File: src/rtl/pcls_pkg.sv
// ----------------------------------------------------------------------------
// pcls_pkg
// Shared types and constants of the per-class latency statistics monitor.
// ----------------------------------------------------------------------------
package pcls_pkg;

  localparam int NUM_CLASSES_DEF = 32;
  localparam int IDX_W           = 5;
  localparam int CMD_W           = 2;
  localparam int IN_DATA_W       = 40;
  localparam int OUT_DATA_W      = 360;

  localparam logic [CMD_W-1:0] CMD_ISSUE = 2'd0;
  localparam logic [CMD_W-1:0] CMD_CPL   = 2'd1;
  localparam logic [CMD_W-1:0] CMD_DUMP  = 2'd2;

  typedef struct packed {
    logic [2:0]       pad;
    logic [31:0]      completed_interval;
    logic [31:0]      completed_total;
    logic [31:0]      issued_interval;
    logic [31:0]      issued_total;
    logic [31:0]      interval_max;
    logic [47:0]      interval_sum;
    logic [31:0]      interval_count;
    logic [31:0]      total_max;
    logic [47:0]      total_sum;
    logic [31:0]      total_count;
    logic [IDX_W-1:0] class_index;
  } out_data_t;

  typedef struct packed {
    logic issue;
    logic cpl_rd;
    logic cpl_wr;
    logic dump_start;
    logic dump_rd;
    logic dump_next;
    logic dump_end;
  } pcls_cmd_t;

  typedef struct packed {
    logic cls_ok;
    logic dump_last;
  } pcls_sts_t;

endpackage

File: src/rtl/pcls_ctrl.sv
// ----------------------------------------------------------------------------
// pcls_ctrl
// Sequencer for issue, completion and dump transfers of the statistics block.
// ----------------------------------------------------------------------------
module pcls_ctrl (
  input  logic                       clk,
  input  logic                       rst_n,
  input  logic                       in_tvalid,
  input  logic [pcls_pkg::CMD_W-1:0] in_command,
  output logic                       in_tready,
  output logic                       out_tvalid,
  input  logic                       out_tready,
  input  pcls_pkg::pcls_sts_t        sts,
  output pcls_pkg::pcls_cmd_t        cmd
);

  typedef enum logic [1:0] {
    ST_IDLE,
    ST_CPL_WR,
    ST_DUMP_RD,
    ST_DUMP_OUT
  } state_t;

  state_t state_r;
  logic   in_tready_r;
  logic   out_tvalid_r;
  logic   acc;
  logic   out_done;

  assign in_tready  = in_tready_r;
  assign out_tvalid = out_tvalid_r;
  assign acc        = in_tvalid && in_tready_r;
  assign out_done   = out_tvalid_r && out_tready;

  always_comb begin
    cmd            = '0;
    cmd.issue      = (state_r == ST_IDLE) && acc && (in_command == pcls_pkg::CMD_ISSUE);
    cmd.cpl_rd     = (state_r == ST_IDLE) && acc && (in_command == pcls_pkg::CMD_CPL) &&
                     sts.cls_ok;
    cmd.dump_start = (state_r == ST_IDLE) && acc && (in_command == pcls_pkg::CMD_DUMP);
    cmd.cpl_wr     = (state_r == ST_CPL_WR);
    cmd.dump_rd    = (state_r == ST_DUMP_RD);
    cmd.dump_next  = (state_r == ST_DUMP_OUT) && out_done && !sts.dump_last;
    cmd.dump_end   = (state_r == ST_DUMP_OUT) && out_done && sts.dump_last;
  end

  always_ff @(posedge clk) begin
    if (!rst_n) begin
      state_r      <= ST_IDLE;
      in_tready_r  <= 1'b1;
      out_tvalid_r <= 1'b0;
    end else begin
      unique case (state_r)
        ST_IDLE: begin
          if (cmd.cpl_rd) begin
            state_r     <= ST_CPL_WR;
            in_tready_r <= 1'b0;
          end else if (cmd.dump_start) begin
            state_r     <= ST_DUMP_RD;
            in_tready_r <= 1'b0;
          end
        end
        ST_CPL_WR: begin
          state_r     <= ST_IDLE;
          in_tready_r <= 1'b1;
        end
        ST_DUMP_RD: begin
          state_r      <= ST_DUMP_OUT;
          out_tvalid_r <= 1'b1;
        end
        ST_DUMP_OUT: begin
          if (out_done) begin
            out_tvalid_r <= 1'b0;
            if (sts.dump_last) begin
              state_r     <= ST_IDLE;
              in_tready_r <= 1'b1;
            end else begin
              state_r <= ST_DUMP_RD;
            end
          end
        end
        default: begin
          state_r <= ST_IDLE;
        end
      endcase
    end
  end

endmodule

File: config.mk
export PLATFORM = sky130hd
export DESIGN_NAME = pcls_ctrl
export DESIGN_NICKNAME = d
export VERILOG_FILES = /design/src/rtl/pcls_pkg.sv /design/src/rtl/pcls_ctrl.sv
export SDC_FILE = /design/constraint.sdc
export NUM_CORES = 1
export LEC_CHECK = 0
export ABC_AREA = 1
export BUFFER_PORTS_ARGS = -buffer_cell sky130_fd_sc_hd__buf_2
export CAP_MARGIN = 20
export CORE_AREA = 2 2 39 41
export CTS_BUF_LIST = sky130_fd_sc_hd__clkbuf_8 sky130_fd_sc_hd__clkbuf_16
export CTS_CLUSTER_DIAMETER = 30
export DETAILED_ROUTE_END_ITERATION = 7
export DIE_AREA = 0 0 41 43
export PLACE_DENSITY = 0.49
export SLEW_MARGIN = 20
export SYNTH_ARGS = -nofsm -noshare
export SYNTH_HDL_FRONTEND = slang
export SYNTH_SLANG_ARGS = --single-unit
export TNS_END_PERCENT = 20
File: constraint.sdc
create_clock -name clk -period 2.6 [get_ports clk]
set_input_delay 0.39 -clock clk [delete_from_list [all_inputs] [get_ports clk]]
set_output_delay 0.39 -clock clk [all_outputs]
set_load 0.02 [all_outputs]
After elaboration in Yosys (flattened, before gate mapping)

Index checks and enable logic that the tools add are counted.

Flip-flop bits (word level): 4
Input bits: 8
Output and inout port bits: 9
Logic and storage cells: 41

Equality and inequality tests: 8
Muxes and demuxes: 12
Reduce and logical (&&, ||, !) cells: 18

Operator list:

| kind                                           | count |
|---|---|
| logical AND 1 bit                              | 10 |
| two-way mux 2 bit                              | 4 |
| one-hot mux 2 bit (4 select lines)             | 1 |
| == test 2 bit (second input constant)          | 3 |
| two-way mux 1 bit                              | 5 |
| == test 2 x 1 -> 1 bit (second input constant) | 2 |
| logical NOT 2 bit                              | 2 |
| != test 2 bit (second input constant)          | 2 |
| AND reduction 2 bit                            | 2 |
| AND reduction 4 bit                            | 1 |
| != test 3 bit (second input constant)          | 1 |
| one-hot mux 1 bit (3 select lines)             | 1 |
| nonzero test 3 bit                             | 1 |
| one-hot mux 1 bit (2 select lines)             | 1 |
| nonzero test 2 bit                             | 1 |
| logical NOT 1 bit                              | 1 |

Longest topological paths before layout

Gate-level depths: netlist (run 1).

Word-level depth: 6
Mapped depth: 8
Mapped depth without buffers: 8

Worst setup path before layout (run 1)

OpenSTA, ideal clock, no wires.

Kind: reg2out
Start point: register in_tready_r, in the netlist in_tready
End point: output cmd[6] (netlist name)
Arrival time: 1256 ps
Data required time: 2210 ps
Setup slack: 954 ps
Cell stages (with the launch flop): 3
Buffers on the path: 0
Cell sequence: dfxtp_1 -> nand2_4 -> nor4_1

RTL lines:

| item                   | line            | text |
|---|---|---|
| from (decl)            | pcls_ctrl.sv:25 | `logic in_tready_r;` |
| from (signal assigned) | pcls_ctrl.sv:50 | `in_tready_r <= 1'b1;` |
| from (signal assigned) | pcls_ctrl.sv:57 | `in_tready_r <= 1'b0;` |
| from (signal assigned) | pcls_ctrl.sv:60 | `in_tready_r <= 1'b0;` |
| to (decl)              | pcls_ctrl.sv:14 | `output pcls_pkg::pcls_cmd_t cmd` |

==> summary by stage, run 1 <==
Setup path
The maximum fanout along the worst path is 6. Data on the critical path arrives at its endpoint at 1.16 ns. The most critical setup path has its startpoint at state_r[0]. The number of cell instances on the worst register-to-register path is 7.

The terminus of the critical flop-to-flop path is state_r[1]. The required time at the worst-slack endpoint is 2.21 ns. The critical path class is flip-flop to output pin. The kind of end point of the critical path is an output pin.

For flop-to-flop paths, the worst setup slack is 1.57 ns. STA classifies the critical path startpoint as a flip-flop. The worst register-to-register path begins at state_r[0]. The most critical setup path has its endpoint at cmd[1].

Clocking
Post-CTS repair changed the size of 0 cells. The number of buffers inserted by post-CTS setup repair is 0. The later-pin clock latency in the skew report is 0.21 ns. The number of clock buffers added by TritonCTS is 3. In this run the number of H-tree levels came out at 1. The number of clock sinks is 4. The CTS tree is built. The number of hold buffers added after CTS was 0.

The buffer levels on the longest clock path is 2. After clock tree synthesis, the clock-pin slew on the worst setup and hold paths is 0.03 ns. The cell sitting at the root of the clock tree is a clkbuf_8.

Finish
0 antenna diodes ended up in the layout. The post-route netlist has 44.3% of its cells at a drive strength greater than 1. The final instance area is 452 sq um.

Summing all multi-input logic gate instances after layout gives 185 sq um. Across the whole layout, storage elements account for 80.1 sq um. The count of filler cells inserted in the layout is 161. The number of non-filler instances in the completed layout is 86. The post-synthesis to final-layout area growth is 45.6%. The final layout contains 80 nets.

Place
The placer's final routability congestion estimate is 0.705. The number of input and output port buffers inserted is 16. Once placement finished, the instance area stood at 410 sq um. The HPWL after detailed placement is 616 um. The number of cells in the design after placement is 83.

Worst hold path
The tightest min-delay check is of the primary input to flip-flop type.

Synthesis
In this run, synthesis inferred 0 flip-flops with an integrated enable. Of all cell types, the one taking the most synthesized area is dfxtp_1. For this run, asynchronously set or reset flops after synthesis account for 0%. The share of the synthesized area in the top cell type is 25.8%.

Summing the sequential cell areas from Yosys gives 25.8% of the chip area. The synthesis warning total is 0. The summed instance area of the synthesized netlist is 310 sq um.

The synthesized flop and latch total is 4. For this run, the leading register cell type out of synthesis is dfxtp_1. In the post-synthesis netlist, the cell with the most instances is nand2_1.

The count of different cell masters after synthesis is 15. After technology mapping, the gate count stands at 51. Sorting the synthesized cells by how often they occur yields nand2_1 (10), inv_1 (8), nor2_1 (8), dfxtp_1 (4), inv_2 (4).

The number of nets produced by synthesis is 59. The synthesized area divided by synthesized cell count is 6.08 sq um. By area the synthesized netlist is led by dfxtp_1 (26%), nand2_1 (12%), inv_1 (9.7%).

Global route
The wire length of the first global-routing pass is 1.17 mm. Global routing used 10.5% of the available tracks across all layers. The pin count of the biggest net entering global routing is 7. The via count of the first global-routing pass is 305. The number of antenna violations at the first check in global routing was 0.

Global routing finished with a remaining overflow of 0.

Floorplanning
The number of ports placed on the die boundary is 17. The die is 43 um tall. The floorplan step defined a die boundary enclosing 0.00176 sq mm. The floorplan step defined a core boundary enclosing 0.00138 sq mm. After floorplanning, the core was divided into 14 placement rows. The starting density of the core is 22.4%. The horizontal die dimension is 41 um.

Power
The total leakage power is 0.277 nW. The worst-case vdd ir drop is 0.292 mV. Summing internal, switching and leakage power gives 360 uW.

The power density over cell area is 798 mW/mm^2.

Route
The first TritonRoute pass finished after 2 iterations. The aggregate routed wire length is 724 um. After detailed routing, the average wire length per cell comes to 8.42 um. The violation count after the first detailed-route iteration is 3. After detailed routing, the number of vias per cell comes to 4.17. The via count is 359. The number of nets with antenna violations after routing is 0. In the routed design, unresolved DRC markers number 0.

STA
The worst slew slack as a fraction of its limit is 85.0%. The max-slew violation total from the final report came to 0. Setup repair after global routing left no endpoint under its margin.

For the final routed database, the setup TNS stands at 0 ns. Setup violations remaining at the end of the flow were counted as 0. The actual transition at the worst max-transition pin is 0.224 ns. The total count of hold-check failures in the final report was 0. After layout, the minimum clock period comes to 1.55 ns. The final worst-path cycle share is 59.4%. The maximum frequency from static timing analysis is 0.647 GHz. For the final database, setup skew stands at 0.000497 ns.

Status
The flow ran to the end, and the final reports show no timing, DRC or antenna violations.

Flow run
Max-cap violations in this run came to 0.
==> cell type report <==
class                           instances  share of cell area (%)
Multi-Input combinational cell         35                    41.0
Clock buffer                            3                    9.14
Inverter                               12                    9.97
Timing Repair Buffer                   16                    17.7
Sequential cell                         4                    17.7
Tap cell                               16                    4.43
==> kinds of logic (layout without fill, tap and decap cells) <==
family / after synthesis / after routing / share of synthesized area [%]
and+or+nand+nor: 29 / 29 / 46.8
buffers and inverters: 12 / 31 / 14.5
AOI/OAI and AO/OA: 6 / 6 / 12.9
DFF: 4 / 4 / 25.8
==> registers in the layout, indices dropped and copies added (netlist names) <==
signal / cells
in_tready: 1
out_tvalid: 1
state_r: 2
==> critical path, cell delays in order (launching register included) <==
cell,delay [ns]
dfxtp_1,0.42
nand2_1,0.09
inv_2,0.06
nand3_1,0.10
nor2_1,0.10
buf_2,0.17
==> placed cells by master (no fill, tap or decap), drive strengths merged <==
cell	instances
nor2	10
clkbuf	3
o21bai	1
dfxtp	4
a31oi	1
a21oi	3
nand2	13
nand3	5
o211ai	1
nor4	1
buf	16
inv	12
==> metrics by stage <==
stage | util (%) | setup slack (ns) | hold WS [ns]
floorplan | - | 0.954 | 0.535
global placement | 29.7 | 1.23 | 0.493
detailed placement | 29.7 | 1.23 | 0.507
CTS | 32.6 | 1.05 | 0.454
global route | 32.6 | 0.975 | 0.474
finish | 32.6 | 1.05 | 0.452
==> metal layers <==
metal / share of wire [%] / global-route usage, % / vias to the layer above
li1: - / - / 196
met1: 39 / 10.5 / 148
met2: 48 / 15.0 / 11
met3: 7.6 / 3.14 / 4
met4: 5.0 / 12.0 / 0
met5: 0 / 0 / -
==> worst min-delay path by stage <==
stage / cells past startpoint / slack [ns] / endpoint / startpoint
4_1_cts: 4 / 0.45 / in_tready / rst_n
3_3_place_gp: 2 / 0.49 / in_tready / in_tready
5_1_grt: 4 / 0.47 / in_tready / rst_n
2_1_floorplan: 3 / 0.53 / in_tready / rst_n
3_5_place_dp: 2 / 0.51 / out_tvalid / out_tvalid
6_report: 4 / 0.45 / in_tready / rst_n
==> where the power goes <==
group	switching (mW)	internal [mW]
Sequential	0.0175	0.0765
Combinational	0.0862	0.0516
Clock	0.0300	0.0985
Total	0.134	0.227
Power figures use the tool's default switching activity.
==> inputs of run 2 (changes only) <==
PLACE_DENSITY = 0.51   (was 0.49)
clock period = 1.2 ns   (was 2.6 ns; I/O delays follow)
==> run 2 against run 1 <==
Net effect:
- final cell count up 3.5%
- largest cell class unchanged
- critical path depth unchanged
- count of clock-buffer cells in the layout unchanged
- clock power up 130%
- combinational power rose to 2.8 times the previous value
- sequential share of layout area down 2.1 points
- total power rose to 2.5 times the previous value
- sequential cell count unchanged
- routed wire length up 19%
- the flow now finishes with violations (setup timing)
- utilization up 9.5 points
- critical endpoint unchanged
==> summary by stage, run 2 (synthesis gave the netlist of run 1 again) <==
Floorplanning
The placeable core region is 0.00138 sq mm. The die span in y is 43 um. The die outline area is 0.00176 sq mm. The horizontal die dimension is 41 um.

The floorplan has 14 rows. The starting density of the core is 22.4%. During I/O placement, the number of pins put on the boundary was 17.

STA
For the final routed database, the setup TNS stands at -0.123 ns. Between clock sinks in the finished design, the worst skew comes to 0.00327 ns. The final worst-path cycle share is 104%. Setup violations remaining at the end of the flow were counted as 4. The worst pin sits at a relative slew slack of 87.8%.

The clock period minus worst slack is 1.25 ns. Setup repair after global routing could not meet its margin everywhere. The least setup slack across all paths after layout is -0.0482 ns. The max-slew violation total from the final report came to 0. The total count of hold-check failures in the final report is 0. The worst hold slack after final layout is 0.231 ns. The maximum frequency from static timing analysis is 0.801 GHz. At the pin with the least slew margin, the transition time is 0.181 ns.

Place
The estimated wirelength of the detail-placed design is 617 um. The number of input and output port buffers inserted is 16. The placed instances occupy a cell area of 425 sq um.

The placer's final routability congestion estimate is 0.697.

Route
For this block, the routed nets add up to 864 um of wire. The detail-routed net length per standard cell is 9.71 um. Before antenna repair, the detailed router went through 4 iterations. After detailed routing, the number of remaining DRC violations is 0.

The via count is 407. In the routed layout, each cell is associated on average with a via count of 4.57. The number of nets with antenna violations after routing is 0. The first routing iteration left 3 violations.

Setup path
The startpoint type of the worst setup path is a flip-flop. The number of buffers and inverters on the critical path is 2. The number of cells on the worst reg-to-reg path is 9. The critical path goes through nand2_2 > inv_2 > nand3_4 > nor2_4 > buf_6. The arrival time of the worst setup path is 1.07 ns. The highest-delay cell along the critical path is dfxtp_4. The largest single stage delay on the critical path is 0.38 ns. The setup check on the worst reg-to-reg path leaves a slack of 0.07 ns.

The startpoint of the worst register-to-register path is state_r[1]. The critical path class is flip-flop to output pin. STA puts the critical path data required time at 1.02 ns.

The worst register-to-register path ends at in_tready. The maximum fanout along the worst path is 4. STA classifies the critical path endpoint as an output pin.

The category of cells accounting for the largest share of critical-path delay is flip-flops.

Power
The worst-case vdd ir drop is 0.660 mV. The switching power is 358 uW. The clock share of power is 32.2%. The internal portion of the total power is 546 uW. The switching power as a share of total power is 39.6%. The power density over cell area is 1550 mW/mm^2. Sequential cells account for 25.1% of the total power. The total leakage power is 0.300 nW. The combinational share of power is 42.7%.

Global route
The pin count of the biggest net entering global routing is 5. The number of antenna violations at the first check in global routing is 0. The first global-routing pass estimated 1.27 mm of wire. For this run the aggregate overflow at the end of global routing stands at 0. The via count of the first global-routing pass is 332. The overall fraction of global-route tracks in use is 11.0%.

Worst hold path
The number of cells on the worst hold path is 4. The worst hold endpoint is in_tready. The tightest min-delay check is of the primary input to flip-flop type. The launch point of the worst hold path is rst_n.

Finish
The finished cells cover 583 sq um. The most flop-heavy register is state_r. Cells with a size suffix above 1 make up 61.6% of the layout. The antenna cell count is 0. The number of flip-flops under the largest register name is 2. The post-synthesis to final-layout area growth is 87.9%. The fraction of the core area covered by cells at the end of the flow is 42.1%. The commonest non-fill, non-tap cell in the layout is buf_2. The top cell types in the final layout, fill and taps aside, are buf_2 (10), nand2_1 (9), inv_1 (7), buf_4 (5).

The total number of nets in the final design is 83.

Flow run
Max-cap violations in this run came to 0.

Status
The flow ran to the end, but the final reports show violations. The final reports fail on setup timing.

Clocking
The later-pin clock latency in the skew report is 0.22 ns. For this design, the CTS-stage hold fixing added 0 buffers. The tree is rooted in a clkbuf_8. The buffer levels on the longest clock path is 2.

TritonCTS built the clock tree. The CTS clock-pin slew for the worst setup and hold paths is 0.03 ns. The total number of H-tree levels is 1. The number of buffers added by the clock tree synthesis step is 3. Clock tree synthesis found a total of 4 sinks.
==> run 2: layer usage <==
layer | share of wire (%) | track usage (%) | up-vias
met5 | 0 | 0 | -
met4 | 2.8 | 8.00 | 0
met3 | 5.0 | 4.71 | 2
met2 | 52 | 15.6 | 16
met1 | 40 | 12.5 | 184
li1 | - | - | 205
==> run 2: worst reg2reg max path: stages (launching register included) <==
cell and delay [ns]:
dfxtp_4 0.36, inv_4 0.08, nand2_4 0.06, nor2_4 0.10
nand2_2 0.05, buf_4 0.13, nand3_2 0.06, nand2_1 0.05
nand2_1 0.06, nand2_1 0.05
==> run 2: worst max-delay path by stage <==
stage                     startpoint          to  slack, ns  cells past startpoint
final                     state_r[1]      cmd[1]      -0.05                      5
after global placement    state_r[0]      cmd[0]       0.06                      5
after detailed placement  state_r[0]      cmd[0]       0.09                      5
after CTS                 state_r[0]      cmd[5]      -0.03                      6
after floorplan            in_tready  state_r[1]       0.01                      8
after global routing      state_r[1]      cmd[1]       -0.1                      5
==> run 2: metrics by stage <==
step	power, mW	std cells	worst slack [ns]
6_report	0.904	89	-0.0482
5_1_grt	0.955	89	-0.0984
4_1_cts	0.879	88	-0.0282
3_5_place_dp	0.521	83	0.0861
3_3_place_gp	0.526	83	0.0636
2_1_floorplan	0.432	51	0.0145
==> run 2: final cells by class <==
cell class / count / area [sq um]
repair buffers: 19 / 133
well taps: 16 / 20.0
clock buffers: 3 / 41.3
multi-input cells: 35 / 250
flip-flops and latches: 4 / 91.3
fillers: 143 / 801
inverters: 12 / 47.5
==> run 2: power by group through the flow <==
stage	clock [mW]	sequential [mW]	combinational, mW
2_1_floorplan	0	0.223	0.209
3_3_place_gp	0	0.206	0.320
6_report	0.291	0.227	0.386
4_1_cts	0.296	0.221	0.362
5_1_grt	0.302	0.232	0.421
3_5_place_dp	0	0.205	0.316
==> run 2: timing repair <==
| action | CTS | global route |
|---|---|---|
| endpoints found under the setup margin | 5 | 8 |
| buffers inserted | 2 | 1 |
| endpoints found under the hold margin | 0 | 0 |
| resized for setup | 18 | 12 |
| pin swaps | 2 | 3 |
==> inputs of run 3 (changes only) <==
ABC_AREA = unset   (was 1)
PLACE_DENSITY = 0.46   (was 0.51)
==> run 3 against run 2 <==
Net effect:
- the run still ends with setup timing left
- clock skew down 0.0018 ns
- design area down 18%
- hold slack worse by 0.048 ns
- global-route usage down 1.8 points
- final cell count down 24%
- utilization down 7.5 points
- via count down 27%
- sequential power down 34%
- maximum frequency down 15%
- critical path type unchanged
- largest cell class unchanged
- highest routed layer unchanged
==> summary by stage, run 3 <==
Finish
The total number of nets in the final design is 62. The most flop-heavy register is state_r. Measured on the finished design, the core utilization comes to 34.6%.

The share of final-layout standard cells stronger than drive strength 1 is 59.6%. In the layout the commonest cells are buf_2 (9), buf_6 (6), buf_4 (5), clkbuf_8 (3), dfxtp_1 (3). The number of flip-flops under the largest register name is 2.

The library cell used most frequently in the layout, excluding fill and tap cells, is buf_2. The post-synthesis to final-layout area growth is 95.4%. The repair_antennas step left the layout with diodes totalling 0.

Synthesis
Yosys printed 0 warnings. The number of enable-type register cells in the synthesized netlist is 0. The number of nets produced by synthesis is 37. The async set or reset register ratio after synthesis is 0%.

The most frequently used cell type in the post-synthesis netlist is dfxtp_1. The most common flop cell mapped by yosys is dfxtp_1. The synthesized instance count is 29. Counting distinct cell types in the post-synthesis netlist gives 19. The post-synthesis sequential area ratio is 32.7%. The average instance in the mapped netlist occupies 8.46 sq um. Summed over its instances, the top area cell type makes up 32.7% of the synthesized netlist area.

After synthesis, the most frequently instantiated cells are dfxtp_1 (4), nor2b_1 (3). Ranked by total cell area, the synthesized netlist is headed by dfxtp_1 (33%), nor2b_1 (7.7%), nor3b_1 (6.1%). The summed instance area of the synthesized netlist is 245 sq um.

The most area-hungry cell type in the Yosys netlist is dfxtp_1. The synthesized flop and latch total is 4.

Status
The checks that failed: setup timing. The flow ran to the end, but the final reports show violations.

Route
The detail-routed net length per standard cell is 10.6 um. The aggregate routed wire length is 721 um. The first detailed-routing pass took 4 iterations.

The routed layout has 296 vias. The post-detailed-route via-to-cell ratio is 4.35. The violation count after the first detailed-route iteration is 7. After detailed routing, the number of remaining DRC violations is 0. The count of nets left with antenna violations once routing finished came out at 0.

Power
Sequential cells account for 27.0% of the total power. The power density over cell area is 1150 mW/mm^2. Of the total power, combinational logic draws 21.1%. Of the total power, the share spent switching nets is 25.0%. The clock share of power is 51.9%. Cell internal power was estimated by the tool at 414 uW. The switching power is 138 uW. The total leakage power is 0.226 nW. Across the VDD grid, the largest voltage drop is 0.460 mV.

Clocking
The number of clock sinks is 4. The CTS tree is built. The root buffer selected by CTS is clkbuf_8. The longest clock path from root to sink contains 2 buffers. The later-pin clock latency in the skew report is 0.22 ns. CTS built an H-tree with a depth of 1. The number of buffers added by the clock tree synthesis step is 3. The CTS clock-pin slew for the worst setup and hold paths is 0.03 ns.

Setup path
The critical path class is flip-flop to output pin. Data on the critical path arrives at its endpoint at 1.28 ns. The startpoint of the worst register-to-register path is state_r[1]. In this run the register-to-register setup slack is -0.02 ns.

For the worst setup path, the data required time is 1.02 ns. The maximum fanout along the worst path is 4. In this run the worst setup path terminates at cmd[6]. Counting cells, the worst reg-to-reg path comes to 4.

STA classifies the critical path startpoint as a flip-flop. In this run the worst setup path begins at state_r[1]. STA classifies the critical path endpoint as an output pin. The terminus of the critical flop-to-flop path is in_tready.

Global route
The number of antenna violations at the first check in global routing came to 0. The first global-routing pass estimated 1.02 mm of wire. Entering global routing, the biggest net connects 8 pins. For this run the aggregate overflow at the end of global routing stands at 0. Global routing used 9.24% of the available tracks. The via count of the first global-routing pass came to 273.

STA
The total count of hold-check failures in the final report is 0. Setup repair after global routing could not meet its margin everywhere. Setup violations remaining at the end of the flow were counted as 8.

After layout, the minimum clock period comes to 1.46 ns. The max-slew violation total from the final report is 0. The aggregate negative setup slack is -0.850 ns. The worst slew slack as a fraction of its limit is 87.4%. For this run, the top clock speed supported by timing is 0.684 GHz. The final worst clock skew is 0.00146 ns. The least setup slack across all paths after layout is -0.263 ns. Final hold analysis gives a worst-case slack of 0.184 ns. After layout, the worst path uses 122% of the clock period. At the pin with the least slew margin, the transition time is 0.188 ns.

Floorplanning
The starting density of the core is 17.7%. Row generation in the floorplan step produced 14 rows. In this run the count of I/O pins placed on the die edge is 17.

The die outline area is 0.00176 sq mm. The floorplan step defined a core boundary enclosing 0.00138 sq mm. The die is 41 um wide. The die span in y is 43 um.

Place
The estimated wirelength of the detail-placed design is 543 um. The worst-case setup slack after placement is -0.0536 ns. At the end of routability-driven placement, the weighted congestion stood at 0.691. Port buffering added 16 buffers.

Flow run
Max-cap violations in this run came to 0.

Worst hold path
In this run the worst hold path is classified as primary input to flip-flop. Counting instances, the worst hold path has a depth of 2.
[run 3: logic make-up after synthesis]
| logic type | count (synthesis) | synth area share [%] |
|---|---|---|
| compound gates | 5 | 14.3 |
| buf+inv | 1 | 1.53 |
| simple gates | 19 | 51.5 |
| flops | 4 | 32.7 |
[run 3: per-stage QoR]
stage / instances / power [mW] / instance area, sq um
after floorplan: 29 / 0.210 / 259
after global placement: 65 / 0.257 / 389
after detailed placement: 65 / 0.256 / 389
after CTS: 68 / 0.558 / 462
after global routing: 68 / 0.580 / 479
final: 68 / 0.553 / 479
[run 3: repair_timing]
action                     CTS  global route
buffers inserted             0             0
hold buffers                 0             0
gates resized for setup     10             6
pin swaps                    1             0
setup endpoints to repair    9             9
gates cloned                 0             0
[run 3: power groups by stage]
| stage | Sequential, mW | Clock [mW] | Combinational, mW |
|---|---|---|---|
| 2_1_floorplan | 0.157 | 0 | 0.0529 |
| 3_3_place_gp | 0.150 | 0 | 0.107 |
| 3_5_place_dp | 0.150 | 0 | 0.106 |
| 4_1_cts | 0.149 | 0.294 | 0.116 |
| 5_1_grt | 0.150 | 0.305 | 0.125 |
| 6_report | 0.149 | 0.287 | 0.117 |
[run 3: cell type report]
type	instances	area, sq um
flip-flops and latches	4	81.3
fillers	146	905
repair buffers	20	150
well taps	16	20.0
multi-input cells	24	183
inverters	1	3.75
clock buffers	3	41.3
[run 3: per-layer routing]
layer  vias up  track usage [%]  share of wire, %  wire [um]
met5         -                0                 0          0
met4         0             6.67              0.69          5
met3         2             4.71               7.9         57
met2        12             13.4                49        355
met1       131             9.65                42        302
li1        151                -                 -          -
[run 3: how the worst min path moves through the flow]
| stage | slack [ns] | start | end |
|---|---|---|---|
| after floorplan | 0.26 | rst_n | in_tready |
| after global placement | 0.41 | rst_n | in_tready |
| after detailed placement | 0.40 | rst_n | in_tready |
| after CTS | 0.18 | rst_n | in_tready |
| after global routing | 0.18 | rst_n | in_tready |
| final | 0.18 | rst_n | in_tready |
[run 3: worst max-delay path: stages (launching register included)]
cell and delay (ns):
dfxtp_1 0.30, or3b_4 0.44, nor3b_4 0.19, buf_6 0.14
